## src/rtl/pngcs_pkg.sv

```systemverilog
// Shared constants, codes and types for the PNG chunk scanner.
package pngcs_pkg;

    // Fixed field widths
    localparam int DATA_W     = 8;
    localparam int CFG_W      = 27;
    localparam int OFFSET_W   = 27;
    localparam int VERDICT_W  = 3;
    localparam int LEN_W      = 32;
    localparam int SKIP_W     = LEN_W + 1;
    localparam int SHIFT_W    = 64;
    localparam int SIZE_BITS_DEFAULT = 27;

    // Walk phases
    localparam logic [1:0] PH_SIG     = 2'd0;
    localparam logic [1:0] PH_HDR     = 2'd1;
    localparam logic [1:0] PH_SKIP    = 2'd2;
    localparam logic [1:0] PH_DISCARD = 2'd3;

    // Verdict codes
    localparam logic [VERDICT_W-1:0] V_OK        = 3'd0;
    localparam logic [VERDICT_W-1:0] V_BAD_SIG   = 3'd1;
    localparam logic [VERDICT_W-1:0] V_TRUNC     = 3'd2;
    localparam logic [VERDICT_W-1:0] V_TOO_LONG  = 3'd3;
    localparam logic [VERDICT_W-1:0] V_ANIMATED  = 3'd4;
    localparam logic [VERDICT_W-1:0] V_NO_IMAGE  = 3'd5;

    // Signature, chunk types and header overhead
    localparam logic [SHIFT_W-1:0] PNG_SIGNATURE = 64'h8950_4E47_0D0A_1A0A;
    localparam logic [LEN_W-1:0]   TYPE_ACTL     = 32'h6163_544C;
    localparam logic [LEN_W-1:0]   TYPE_IDAT     = 32'h4944_4154;
    localparam logic [LEN_W-1:0]   TYPE_IEND     = 32'h4945_4E44;
    localparam int                 CHUNK_OVERHEAD = 12;
    localparam int                 SIG_LEN        = 8;
    localparam int                 HDR_LEN        = 8;
    localparam int                 CRC_LEN        = 4;

    // One result beat from the walker
    typedef struct packed {
        logic                 valid;
        logic [VERDICT_W-1:0] verdict;
        logic [OFFSET_W-1:0]  offset;
    } result_t;

endpackage

```

## src/rtl/png_chunk_scanner_core.sv

```systemverilog
// Top level of the PNG chunk scanner: state registers and result buffer.
//
// Streams the bytes of one file (s_tlast on the final byte), checks the PNG
// signature and walks the chunk headers, giving at most one verdict beat per
// file with the byte count at which it was reached. Throughput is one byte
// per clock while s_tready is high; each byte is handled in the cycle it is
// accepted, and each verdict is registered before it reaches the master
// side. The two-entry result buffer holds s_tready high until two verdicts
// wait. The user must write file_size via cfg_wr_en and cfg_wr_data only
// while no byte is in flight (unenforced); it survives the per-file rearm.
module png_chunk_scanner_core #(
    parameter int SIZE_BITS = pngcs_pkg::SIZE_BITS_DEFAULT
) (
    input  logic                           aclk,
    input  logic                           aresetn,
    input  logic                           cfg_wr_en,
    input  logic [pngcs_pkg::CFG_W-1:0]    cfg_wr_data,   // file_size
    input  logic                           s_tvalid,
    output logic                           s_tready,
    input  logic [7:0]                     s_tdata,       // [7:0] data_byte
    input  logic                           s_tlast,       // end_of_file
    output logic                           m_tvalid,
    input  logic                           m_tready,
    output logic [31:0]                    m_tdata        // [2:0] verdict,
                                                          // [29:3] verdict_offset
);
    import pngcs_pkg::*;

    localparam int FS_W = (SIZE_BITS < CFG_W) ? SIZE_BITS : CFG_W;

    logic [FS_W-1:0]      file_size_reg;
    logic [1:0]           phase_reg, phase_next;
    logic [SIZE_BITS-1:0] byte_offset_reg, byte_offset_next;
    logic [SIZE_BITS-1:0] chunk_start_reg, chunk_start_next;
    logic [SHIFT_W-1:0]   header_shift_reg, header_shift_next;
    logic [SKIP_W-1:0]    skip_remaining_reg, skip_remaining_next;
    result_t              walk_result;
    logic                 in_beat;
    logic                 new_result;
    logic                 drain;

    logic                 main_valid_reg;
    logic [VERDICT_W-1:0] main_verdict_reg;
    logic [OFFSET_W-1:0]  main_offset_reg;
    logic                 skid_valid_reg;
    logic [VERDICT_W-1:0] skid_verdict_reg;
    logic [OFFSET_W-1:0]  skid_offset_reg;

    assign in_beat    = s_tvalid && s_tready;
    assign new_result = in_beat && walk_result.valid;
    assign drain      = main_valid_reg && m_tready;
    assign s_tready   = !skid_valid_reg;

    // Walk logic for the current beat
    pngcs_walk #(
        .SIZE_BITS(SIZE_BITS)
    ) u_walk (
        .data_byte          (s_tdata),
        .end_of_file        (s_tlast),
        .file_size          (SIZE_BITS'(file_size_reg)),
        .phase              (phase_reg),
        .byte_offset        (byte_offset_reg),
        .chunk_start        (chunk_start_reg),
        .header_shift       (header_shift_reg),
        .skip_remaining     (skip_remaining_reg),
        .phase_next         (phase_next),
        .byte_offset_next   (byte_offset_next),
        .chunk_start_next   (chunk_start_next),
        .header_shift_next  (header_shift_next),
        .skip_remaining_next(skip_remaining_next),
        .result             (walk_result)
    );

    // Hold the configured file size
    always_ff @(posedge aclk) begin
        if (!aresetn) begin
            file_size_reg <= '0;
        end else if (cfg_wr_en) begin
            file_size_reg <= cfg_wr_data[FS_W-1:0];
        end
    end

    // Advance the walk state on each accepted beat
    always_ff @(posedge aclk) begin
        if (!aresetn) begin
            phase_reg          <= PH_SIG;
            byte_offset_reg    <= '0;
            chunk_start_reg    <= SIZE_BITS'(SIG_LEN);
            header_shift_reg   <= '0;
            skip_remaining_reg <= '0;
        end else if (in_beat) begin
            phase_reg          <= phase_next;
            byte_offset_reg    <= byte_offset_next;
            chunk_start_reg    <= chunk_start_next;
            header_shift_reg   <= header_shift_next;
            skip_remaining_reg <= skip_remaining_next;
        end
    end

    // Result buffer: main register with a skid entry behind it
    always_ff @(posedge aclk) begin
        if (!aresetn) begin
            main_valid_reg <= 1'b0;
            skid_valid_reg <= 1'b0;
        end else if (skid_valid_reg) begin
            if (drain) begin
                main_valid_reg <= 1'b1;
                skid_valid_reg <= 1'b0;
            end
        end else if (new_result) begin
            if (!main_valid_reg || drain) begin
                main_valid_reg <= 1'b1;
            end else begin
                skid_valid_reg <= 1'b1;
            end
        end else if (drain) begin
            main_valid_reg <= 1'b0;
        end
    end

    // Move payloads through the buffer
    always_ff @(posedge aclk) begin
        if (skid_valid_reg) begin
            if (drain) begin
                main_verdict_reg <= skid_verdict_reg;
                main_offset_reg  <= skid_offset_reg;
            end
        end else if (new_result) begin
            if (!main_valid_reg || drain) begin
                main_verdict_reg <= walk_result.verdict;
                main_offset_reg  <= walk_result.offset;
            end else begin
                skid_verdict_reg <= walk_result.verdict;
                skid_offset_reg  <= walk_result.offset;
            end
        end
    end

    assign m_tvalid = main_valid_reg;
    assign m_tdata  = {2'b00, main_offset_reg, main_verdict_reg};

endmodule

```

## src/rtl/pngcs_walk.sv

```systemverilog
// Next-state and verdict logic for one byte of the chunk walk.
module pngcs_walk #(
    parameter int SIZE_BITS = pngcs_pkg::SIZE_BITS_DEFAULT
) (
    input  logic [pngcs_pkg::DATA_W-1:0]  data_byte,
    input  logic                          end_of_file,
    input  logic [SIZE_BITS-1:0]          file_size,
    input  logic [1:0]                    phase,
    input  logic [SIZE_BITS-1:0]          byte_offset,
    input  logic [SIZE_BITS-1:0]          chunk_start,
    input  logic [pngcs_pkg::SHIFT_W-1:0] header_shift,
    input  logic [pngcs_pkg::SKIP_W-1:0]  skip_remaining,
    output logic [1:0]                    phase_next,
    output logic [SIZE_BITS-1:0]          byte_offset_next,
    output logic [SIZE_BITS-1:0]          chunk_start_next,
    output logic [pngcs_pkg::SHIFT_W-1:0] header_shift_next,
    output logic [pngcs_pkg::SKIP_W-1:0]  skip_remaining_next,
    output pngcs_pkg::result_t            result
);
    import pngcs_pkg::*;

    localparam int SUMW = ((SIZE_BITS > SKIP_W) ? SIZE_BITS : SKIP_W) + 1;
    localparam int CMPW = SIZE_BITS + 1;

    logic [SIZE_BITS-1:0] boff_inc;
    logic [SHIFT_W-1:0]   hs_in;
    logic [LEN_W-1:0]     chunk_len;
    logic [LEN_W-1:0]     chunk_type;
    logic                 room_ok;
    logic [SIZE_BITS-1:0] room;
    logic                 too_long;
    logic [SKIP_W-1:0]    skip_dec;
    logic [SUMW-1:0]      next_chunk_sum;
    logic [SUMW-1:0]      early_end_sum;
    logic                 do_reach;
    logic [SIZE_BITS-1:0] reach_start;
    logic                 do_emit;
    logic [VERDICT_W-1:0] verdict;

    // Shared datapath terms
    always_comb begin
        boff_inc   = byte_offset + SIZE_BITS'(1);
        hs_in      = {header_shift[SHIFT_W-DATA_W-1:0], data_byte};
        chunk_len  = hs_in[SHIFT_W-1:LEN_W];
        chunk_type = hs_in[LEN_W-1:0];
        room_ok    = {1'b0, file_size} >=
                     ({1'b0, chunk_start} + CMPW'(CHUNK_OVERHEAD));
        room       = room_ok ? (file_size - chunk_start - SIZE_BITS'(CHUNK_OVERHEAD))
                             : '0;
        too_long   = SUMW'(chunk_len) > SUMW'(room);
        skip_dec   = (skip_remaining != '0) ? (skip_remaining - SKIP_W'(1)) : '0;
        next_chunk_sum = SUMW'(chunk_start) + SUMW'(chunk_len) + SUMW'(CHUNK_OVERHEAD);
        early_end_sum  = SUMW'(boff_inc) + SUMW'(skip_dec);
    end

    // Walk one byte
    always_comb begin
        phase_next          = phase;
        byte_offset_next    = byte_offset;
        chunk_start_next    = chunk_start;
        header_shift_next   = header_shift;
        skip_remaining_next = skip_remaining;
        do_reach            = 1'b0;
        reach_start         = chunk_start;
        do_emit             = 1'b0;
        verdict             = V_OK;

        unique case (phase)
            PH_SIG: begin
                byte_offset_next  = boff_inc;
                header_shift_next = hs_in;
                if (boff_inc >= SIZE_BITS'(SIG_LEN)) begin
                    if (hs_in != PNG_SIGNATURE) begin
                        do_emit = 1'b1;
                        verdict = V_BAD_SIG;
                    end else begin
                        do_reach    = 1'b1;
                        reach_start = SIZE_BITS'(SIG_LEN);
                    end
                end else if (end_of_file) begin
                    do_emit = 1'b1;
                    verdict = V_BAD_SIG;
                end
            end
            PH_HDR: begin
                byte_offset_next  = boff_inc;
                header_shift_next = hs_in;
                if ((boff_inc - chunk_start) >= SIZE_BITS'(HDR_LEN)) begin
                    if (too_long) begin
                        do_emit = 1'b1;
                        verdict = V_TOO_LONG;
                    end else if (chunk_type == TYPE_ACTL) begin
                        do_emit = 1'b1;
                        verdict = V_ANIMATED;
                    end else if (chunk_type == TYPE_IDAT || chunk_type == TYPE_IEND) begin
                        do_emit = 1'b1;
                        verdict = V_OK;
                    end else begin
                        skip_remaining_next = SKIP_W'(chunk_len) + SKIP_W'(CRC_LEN);
                        if (end_of_file) begin
                            do_reach    = 1'b1;
                            reach_start = next_chunk_sum[SIZE_BITS-1:0];
                        end else begin
                            phase_next = PH_SKIP;
                        end
                    end
                end else if (end_of_file) begin
                    do_emit = 1'b1;
                    verdict = V_TRUNC;
                end
            end
            PH_SKIP: begin
                byte_offset_next    = boff_inc;
                skip_remaining_next = skip_dec;
                if (skip_dec == '0) begin
                    do_reach    = 1'b1;
                    reach_start = boff_inc;
                end else if (end_of_file) begin
                    do_reach    = 1'b1;
                    reach_start = early_end_sum[SIZE_BITS-1:0];
                end
            end
            PH_DISCARD: begin
                // Drop bytes until the end mark
            end
            default: begin
            end
        endcase

        // Arrive at a chunk start: test the room left
        if (do_reach) begin
            chunk_start_next  = reach_start;
            header_shift_next = '0;
            if ({1'b0, file_size} < ({1'b0, reach_start} + CMPW'(CHUNK_OVERHEAD))) begin
                do_emit = 1'b1;
                verdict = V_NO_IMAGE;
            end else if (end_of_file) begin
                do_emit = 1'b1;
                verdict = V_TRUNC;
            end else begin
                phase_next = PH_HDR;
            end
        end

        // After a verdict hold off until the end mark
        if (do_emit) begin
            phase_next = PH_DISCARD;
        end

        // Rearm on the end mark after a verdict or in discard
        if ((do_emit || phase == PH_DISCARD) && end_of_file) begin
            phase_next          = PH_SIG;
            byte_offset_next    = '0;
            chunk_start_next    = SIZE_BITS'(SIG_LEN);
            header_shift_next   = '0;
            skip_remaining_next = '0;
        end

        result.valid   = do_emit;
        result.verdict = verdict;
        result.offset  = OFFSET_W'(byte_offset_next);
        if (do_emit) begin
            result.offset = OFFSET_W'(boff_inc);
        end
    end

endmodule
```

## config.mk

```make
export PLATFORM = sky130hd
export DESIGN_NAME = png_chunk_scanner_core
export DESIGN_NICKNAME = d
export VERILOG_FILES = /design/src/rtl/pngcs_pkg.sv /design/src/rtl/png_chunk_scanner_core.sv /design/src/rtl/pngcs_walk.sv
export SDC_FILE = /design/constraint.sdc
export NUM_CORES = 1
export LEC_CHECK = 0
export BUFFER_PORTS_ARGS = -buffer_cell sky130_fd_sc_hd__buf_2
export CAP_MARGIN = 20
export CORE_ASPECT_RATIO = 2
export CORE_MARGIN = 4
export CORE_UTILIZATION = 38
export DETAILED_ROUTE_END_ITERATION = 10
export GPL_ROUTABILITY_DRIVEN = 1
export PLACE_DENSITY = 0.57
export SETUP_SLACK_MARGIN = 0.4
export SLEW_MARGIN = 10
export SYNTH_ARGS = -nofsm -noshare
export SYNTH_HDL_FRONTEND = slang
export SYNTH_SLANG_ARGS = --single-unit
```

## constraint.sdc

```tcl
create_clock -name aclk -period 11 [get_ports aclk]
set_input_delay 2.75 -clock aclk [delete_from_list [all_inputs] [get_ports aclk]]
set_output_delay 2.75 -clock aclk [all_outputs]
set_load 0.1 [all_outputs]
```

==> flow_metrics.tcl, run 1 <==
set metrics [dict create \
    wl_mm 89.6 \
    synth_compound_gate_area_share 0.220 \
    synth-warning-count 0 \
    tritoncts.num_buffers 26 \
    ioPinCount 75 \
    clkTransAtPathRegs_ns 0.06 \
    timing.critical_path.slowest_stage_cell "dfxtp_1" \
    tritoncts "built" \
    crit_arrival_ns 10.37 \
    total_power_w 0.00317 \
    area_growth_synth_to_finish_pct 11.8 \
    post_synth_instance_area_mm2 0.0219 \
    critical_path_required_ns 11.30 \
    synthAdderAreaFrac 0.142 \
    crit_path_start_kind "flip-flop" \
    post-route-period-util 0.915 \
    routed_via_density 6.04 \
    power_density_over_the_cells_mw_per_mm2 129 \
    synth.area.mux_share 0.0403 \
    drt.antenna.violating_nets 0 \
    yosysUniqueCellTypes 113 \
    synth-seq-cells 234 \
    synth-simple-area-share 0.228 \
    min_period_ns 10.07 \
    synthFlopType "dfxtp_1" \
    floorplan.die.width_um 178 \
    rsz0062_at_grt "no" \
    cp_common_cell "a21oi_1" \
    clock_insertion_delay_worst_skew_ns 0.61 \
    multi_input_area_mm2 0.0156 \
    grt_max_degree 65 \
    die-height_um 348 \
    worst_slew_pin_slew_ns 1.12 \
    globalplace.congestion 0.998 \
    grt_antenna_before_repair 1 \
    synth_top_family_by_area "simple AND/OR/NAND/NOR gates" \
    timing.slew.headroom 0.250 \
    place_ws_ns 0.278 \
    slew_violations 0 \
    largest_register_ff_count 56 \
    clock-root-buffer "clkbuf_16" \
    finalSetupTns_ns 0 \
    min_path_type "reg -> reg" \
    synth-seq-area-share 0.241 \
    drt_iter0_markers 1818 \
    worstSetupPathType "reg -> reg" \
    total_number_of_vias 21900 \
    fin_nets 3134 \
    numClockSinks 234 \
    globalRoute.totalOverflow 0 \
    fillers 5981 \
    finalWorstSetupSlack_ns 0.932 \
    syn_area_per_cell_um2 7.84 \
    row_count 124 \
    initial_util 0.384 \
    routedWlPerCell_um 24.7 \
    regArea_mm2 0.00529 \
    worst_case_clock_skew_ns 0.0239 \
    post_synthesis_share_of_cell_area_spent_on_xor_and_xnor_gates 0.0726 \
    drc_errors 0 \
    p_leak_nw 10.5 \
    h_tree_level_count 1 \
    max_freq_mhz 99.3 \
    detailed_placer_s_ending_hpwl_mm 70.7 \
    port-buffer-count 72 \
    grt_pass1_wl_mm 131 \
    clock_path_buffers 3 \
    dr.pass1.iters 7 \
    core_mm2 0.0571 \
    critPathCaptureType "flip-flop" \
    synth_cells 2793 \
    final_hold_viol_count 0 \
    setup_viol_count_final 0 \
    timing.critical_path.fanout_max 27 \
    synth-async-reset-ratio 0 \
    max_stage_delay_ns 0.45 \
    status "finished clean" \
    grt_total_usage 0.279 \
    drive_gt1_frac 0.112 \
    number_of_global_route_vias_before_repair 21400 \
    worst_ir_drop_vdd_uv 103 \
    synth-edff-count 60 \
    max-cap-violations 0 \
    overall_die_area_mm2 0.0618 \
]
[layout make-up]
type	count	area share
clock buffer	33	0.0282
timing repair buffer	155	0.0437
sequential	234	0.216
antenna	1	0.000102
multi-input combinational	2254	0.638
inverter	175	0.0268
clock inverter	15	0.00863
tap	756	0.0386
[where the power goes]
| part | leakage [nW] | switching [W] | internal (W) |
|---|---|---|---|
| Sequential | 2.00 | 0.0000290 | 0.000923 |
| Combinational | 8.06 | 0.000870 | 0.000387 |
| Clock | 0.428 | 0.000417 | 0.000545 |
| Total | 10.5 | 0.00132 | 0.00185 |
[timing repair]
| item | CTS | global route |
|---|---|---|
| pin swaps | 0 | 16 |
| hold buffers | 0 | 0 |
| endpoints found under the hold margin | 0 | 0 |
| cloned | 0 | 2 |
| gates resized for setup | 3 | 28 |
| buffers inserted | 0 | 11 |
| endpoints found under the setup margin | 60 | 70 |
[routing by layer]
metal,share of wire,vias to the layer above,global-route usage
met5,0,-,0
met4,0.11,0,0.248
met3,0.053,352,0.0390
met2,0.50,889,0.502
met1,0.33,10400,0.273
li1,-,10300,-
[stage by stage]
stage / utilization / hold WS, ns / cells / area [µm²]
final: 0.429 / 0.470 / 3623 / 24500
after global routing: 0.429 / 0.486 / 3622 / 24500
after CTS: 0.424 / 0.472 / 3608 / 24200
after detailed placement: 0.408 / 0.463 / 3560 / 23300
after global placement: 0.407 / 0.459 / 3558 / 23300
after floorplan: - / 0.440 / 2794 / 21900
[critical path: cells and delay by family (launching register included)]
family          cells  cell delay, ns
compound gates     24            3.99
xor+xnor            2            0.32
fa+ha+maj           4            1.12
buf+inv             8            1.40
flops               1            0.45
simple gates       16            2.43
[layout by cell type (no fill, tap or decap), types with 29 or more instances in the layout]
cell type,Yosys,routed
mux2i_1,50,50
ha_1,243,241
dfxtp_1,174,172
buf_4,5,73
o22ai_1,29,29
xor2_1,63,63
nor3_1,71,67
xnor2_1,116,116
nand4_1,47,47
nor2_1,204,203
inv_1,173,173
buf_2,25,72
o21ai_1,30,31
a21oi_1,246,244
nand3_1,82,82
o21ai_0,130,127
a21o_1,48,47
mux2_2,33,33
nand2_1,341,340
edfxtp_1,60,60
[worst paths after layout]
kind	startpoint	end	slack, ns	cells after the start
worst min register to register	header_shift_reg[17]$_SDFFE_PN0P_	header_shift_reg[25]$_SDFFE_PN0P_	0.47	2
worst max-delay path	chunk_start_reg[3]$_SDFFE_PN1P_	skid_offset_reg[20]$_DFFE_PP_	0.93	54
worst max register to register	chunk_start_reg[3]$_SDFFE_PN1P_	skid_offset_reg[20]$_DFFE_PP_	0.93	54
worst min-delay path	header_shift_reg[17]$_SDFFE_PN0P_	header_shift_reg[25]$_SDFFE_PN0P_	0.47	2
[synthesized netlist by cell type (all sizes together), types with 13 or more instances]
cell	instances	area, µm²
mux2	34	383
and2	23	145
xnor2	116	1020
a31oi	23	144
a21oi	248	1250
ha	243	3040
a21o	48	360
or3	27	169
nor3	74	392
or2	17	106
dfxtp	174	3480
o211ai	16	120
o22ai	29	181
o31ai	16	120
nor2b	25	156
nand2b	22	138
nand2	342	1290
and3	23	144
clkbuf	97	364
a211oi	23	178
or4	15	113
buf	34	185
o21a	20	150
nand4	50	340
nor4	40	354
a22o	13	114
mux2i	50	500
edfxtp	60	1800
nor2	207	795
inv	174	653
nand3	82	410
o21ai	161	810
xor2	63	552
[logic make-up (layout without fill, tap and decap cells)]
group           after synthesis  count (layout)
compound gates              745             745
flops                       234             234
xor+xnor                    180             180
fa+ha+maj                   247             247
simple gates                996             996
other cells                   1               3
buf+inv                     306             378
mux                          84              84
Note: power is estimated with default switching activity, not from simulation.
==> run 2: changes to the inputs <==
- CTS_BUF_LIST: default -> sky130_fd_sc_hd__clkbuf_2
==> run 2 against run 1 <==
Sequential power is essentially flat. Largest power group unchanged. Clock power down 33%. Combinational power about the same. Flip-flop and latch count did not move. Largest cell class unchanged. Routed wire length rose by 0.90%. Cell count increased by 1.8%. Sequential share of layout area grew 0.19 points. Cell area is 0.52% lower. Global-route usage rose by 0.074 points.
==> flow_metrics.tcl, run 2 (synthesized netlist as in run 1, its figures left out) <==
set metrics [dict create \
    largest_register_ff_count 56 \
    floorplan.die.width_um 178 \
    timing.critical_path.slowest_stage_cell "a222oi_1" \
    detailed_placer_s_ending_hpwl_mm 70.7 \
    grt_pass1_wl_mm 131 \
    clock-root-buffer "clkbuf_2" \
    dpl.cell_count 3560 \
    final_hold_viol_count 0 \
    p_leak_nw 10.6 \
    total_number_of_vias 22200 \
    clock_insertion_delay_worst_skew_ns 1.12 \
    row_count 124 \
    globalplace.congestion 0.998 \
    drive_gt1_frac 0.133 \
    timing.slew.headroom 0.180 \
    numClockSinks 234 \
    worst_r2r_path_depth 49 \
    max_stage_delay_ns 0.60 \
    power_density_over_the_cells_mw_per_mm2 118 \
    timing.critical_path.fanout_max 7 \
    setup_viol_count_final 0 \
    reg2reg_setup_slack_ns 0.81 \
    critPathCaptureType "flip-flop" \
    cp_common_cell "a21oi_1" \
    worstSetupPathType "reg -> reg" \
    worst_r2r_startpoint "chunk_start_reg[2]$_SDFFE_PN0P_" \
    max-cap-violations 0 \
    rsz0062_at_grt "no" \
    routedWlPerCell_um 24.5 \
    grt_max_degree 65 \
    clock_path_buffers 3 \
    wl_mm 90.4 \
    core_mm2 0.0571 \
    multi_input_area_mm2 0.0157 \
    die-height_um 348 \
    clkTransAtPathRegs_ns 0.16 \
    h_tree_level_count 2 \
    endpoint "skid_offset_reg[8]$_DFFE_PP_" \
    routed_via_density 6.01 \
    worst_case_clock_skew_ns 0.191 \
    area_growth_synth_to_finish_pct 11.2 \
    layout_commonest_cell "nand2_1" \
    grt_antenna_before_repair 2 \
    fin_nets 3173 \
    tritoncts.num_buffers 55 \
    post-route-period-util 0.926 \
    slew_violations 0 \
    overall_die_area_mm2 0.0618 \
    min_path_type "reg -> reg" \
    port-buffer-count 72 \
    number_of_global_route_vias_before_repair 21600 \
    regArea_mm2 0.00531 \
    layout.cells.most_common_list "339 x nand2_1, 242 x a21oi_1, 241 x ha_1" \
    critPathLaunch "chunk_start_reg[2]$_SDFFE_PN0P_" \
    min_period_ns 10.19 \
    dr.pass1.iters 6 \
    critical_path.reg2reg.endpoint "skid_offset_reg[8]$_DFFE_PP_" \
    critical_path_required_ns 11.74 \
    finalSetupTns_ns 0 \
    cts_hold_buffers 0 \
    worst_ir_drop_vdd_uv 73.5 \
    fillers 6018 \
    initial_util 0.384 \
    globalRoute.totalOverflow 0 \
    drt_iter0_markers 1734 \
    finalNonFillerCells 3690 \
    drt.antenna.violating_nets 0 \
    tritoncts "built" \
    grt_total_usage 0.280 \
    crit_arrival_ns 10.93 \
    crit_path_start_kind "flip-flop" \
    status "finished clean" \
    ioPinCount 75 \
    worst_slew_pin_slew_ns 1.22 \
    drc_errors 0 \
    max_freq_mhz 98.1 \
]
-- run 2: changes by cell type in the layout (fill, tap and decap cells not counted), moves of 4 or more --
cell	previous run	this run
nor3_1	67	63
dfxtp_1	172	167
clkbuf_1	5	0
clkbuf_2	0	71
buf_4	73	83
clkinv_1	1	19
clkinv_2	2	8
dfxtp_4	0	5
clkbuf_16	27	3
-- run 2: layout make-up --
cell class	instances	area share
Antenna cell	3	0.000308
Multi-Input combinational cell	2254	0.645
Clock buffer	71	0.0146
Timing Repair Buffer	165	0.0483
Sequential cell	234	0.218
Tap cell	756	0.0388
Clock inverter	32	0.00822
Inverter	175	0.0273
-- run 2: power by group --
part	total, W	internal, W	switching (W)
Sequential	0.000951	0.000922	0.0000288
Combinational	0.00128	0.000401	0.000880
Clock	0.000647	0.000236	0.000412
-- run 2: through the flow --
stage                     hold WS [ns]  setup slack (ns)   util  cell area, µm²  total power, W
final                            0.461             0.810  0.427           24400         0.00288
after global routing             0.492             0.306  0.427           24400         0.00303
after CTS                        0.465             0.403  0.418           23900         0.00284
after detailed placement         0.463             0.278  0.408           23300         0.00218
after global placement           0.459             0.454  0.407           23300         0.00216
after floorplan                  0.440             0.439      -           21900         0.00184
-- run 2: worst max-delay path, delay by kind of cell (launching register included) --
| family | cells | cell delay, ns |
|---|---|---|
| flops | 1 | 0.40 |
| xor+xnor | 2 | 0.19 |
| compound gates | 22 | 4.83 |
| buf+inv | 6 | 0.94 |
| simple gates | 15 | 2.31 |
| fa+ha+maj | 4 | 1.13 |
-- run 2: what timing repair did --
item                                    in CTS  in global routing
pin swaps                                    0                 27
hold endpoints to repair                     0                  0
gates cloned                                 0                  4
endpoints found under the setup margin      60                 70
buffers inserted                             0                 20
resized for setup                            4                 56
-- run 2: how the worst min path moves through the flow --
stage / start / to / slack (ns) / depth (start not counted)
6_report: header_shift_reg[11]$_SDFFE_PN0P_ / header_shift_reg[19]$_SDFFE_PN0P_ / 0.46 / 2
5_1_grt: header_shift_reg[15]$_SDFFE_PN0P_ / header_shift_reg[23]$_SDFFE_PN0P_ / 0.49 / 2
4_1_cts: header_shift_reg[15]$_SDFFE_PN0P_ / header_shift_reg[23]$_SDFFE_PN0P_ / 0.47 / 2
3_5_place_dp: header_shift_reg[15]$_SDFFE_PN0P_ / header_shift_reg[15]$_SDFFE_PN0P_ / 0.46 / 2
3_3_place_gp: header_shift_reg[7]$_SDFFE_PN0P_ / header_shift_reg[15]$_SDFFE_PN0P_ / 0.46 / 2
2_1_floorplan: header_shift_reg[7]$_SDFFE_PN0P_ / header_shift_reg[15]$_SDFFE_PN0P_ / 0.44 / 2
-- run 2: metal layers --
| layer | vias to the layer above | share of wire | track usage |
|---|---|---|---|
| li1 | 10400 | - | - |
| met3 | 371 | 0.058 | 0.0432 |
| met1 | 10400 | 0.33 | 0.269 |
| met4 | 2 | 0.12 | 0.255 |
| met2 | 966 | 0.50 | 0.503 |
| met5 | - | 0.00012 | 0 |
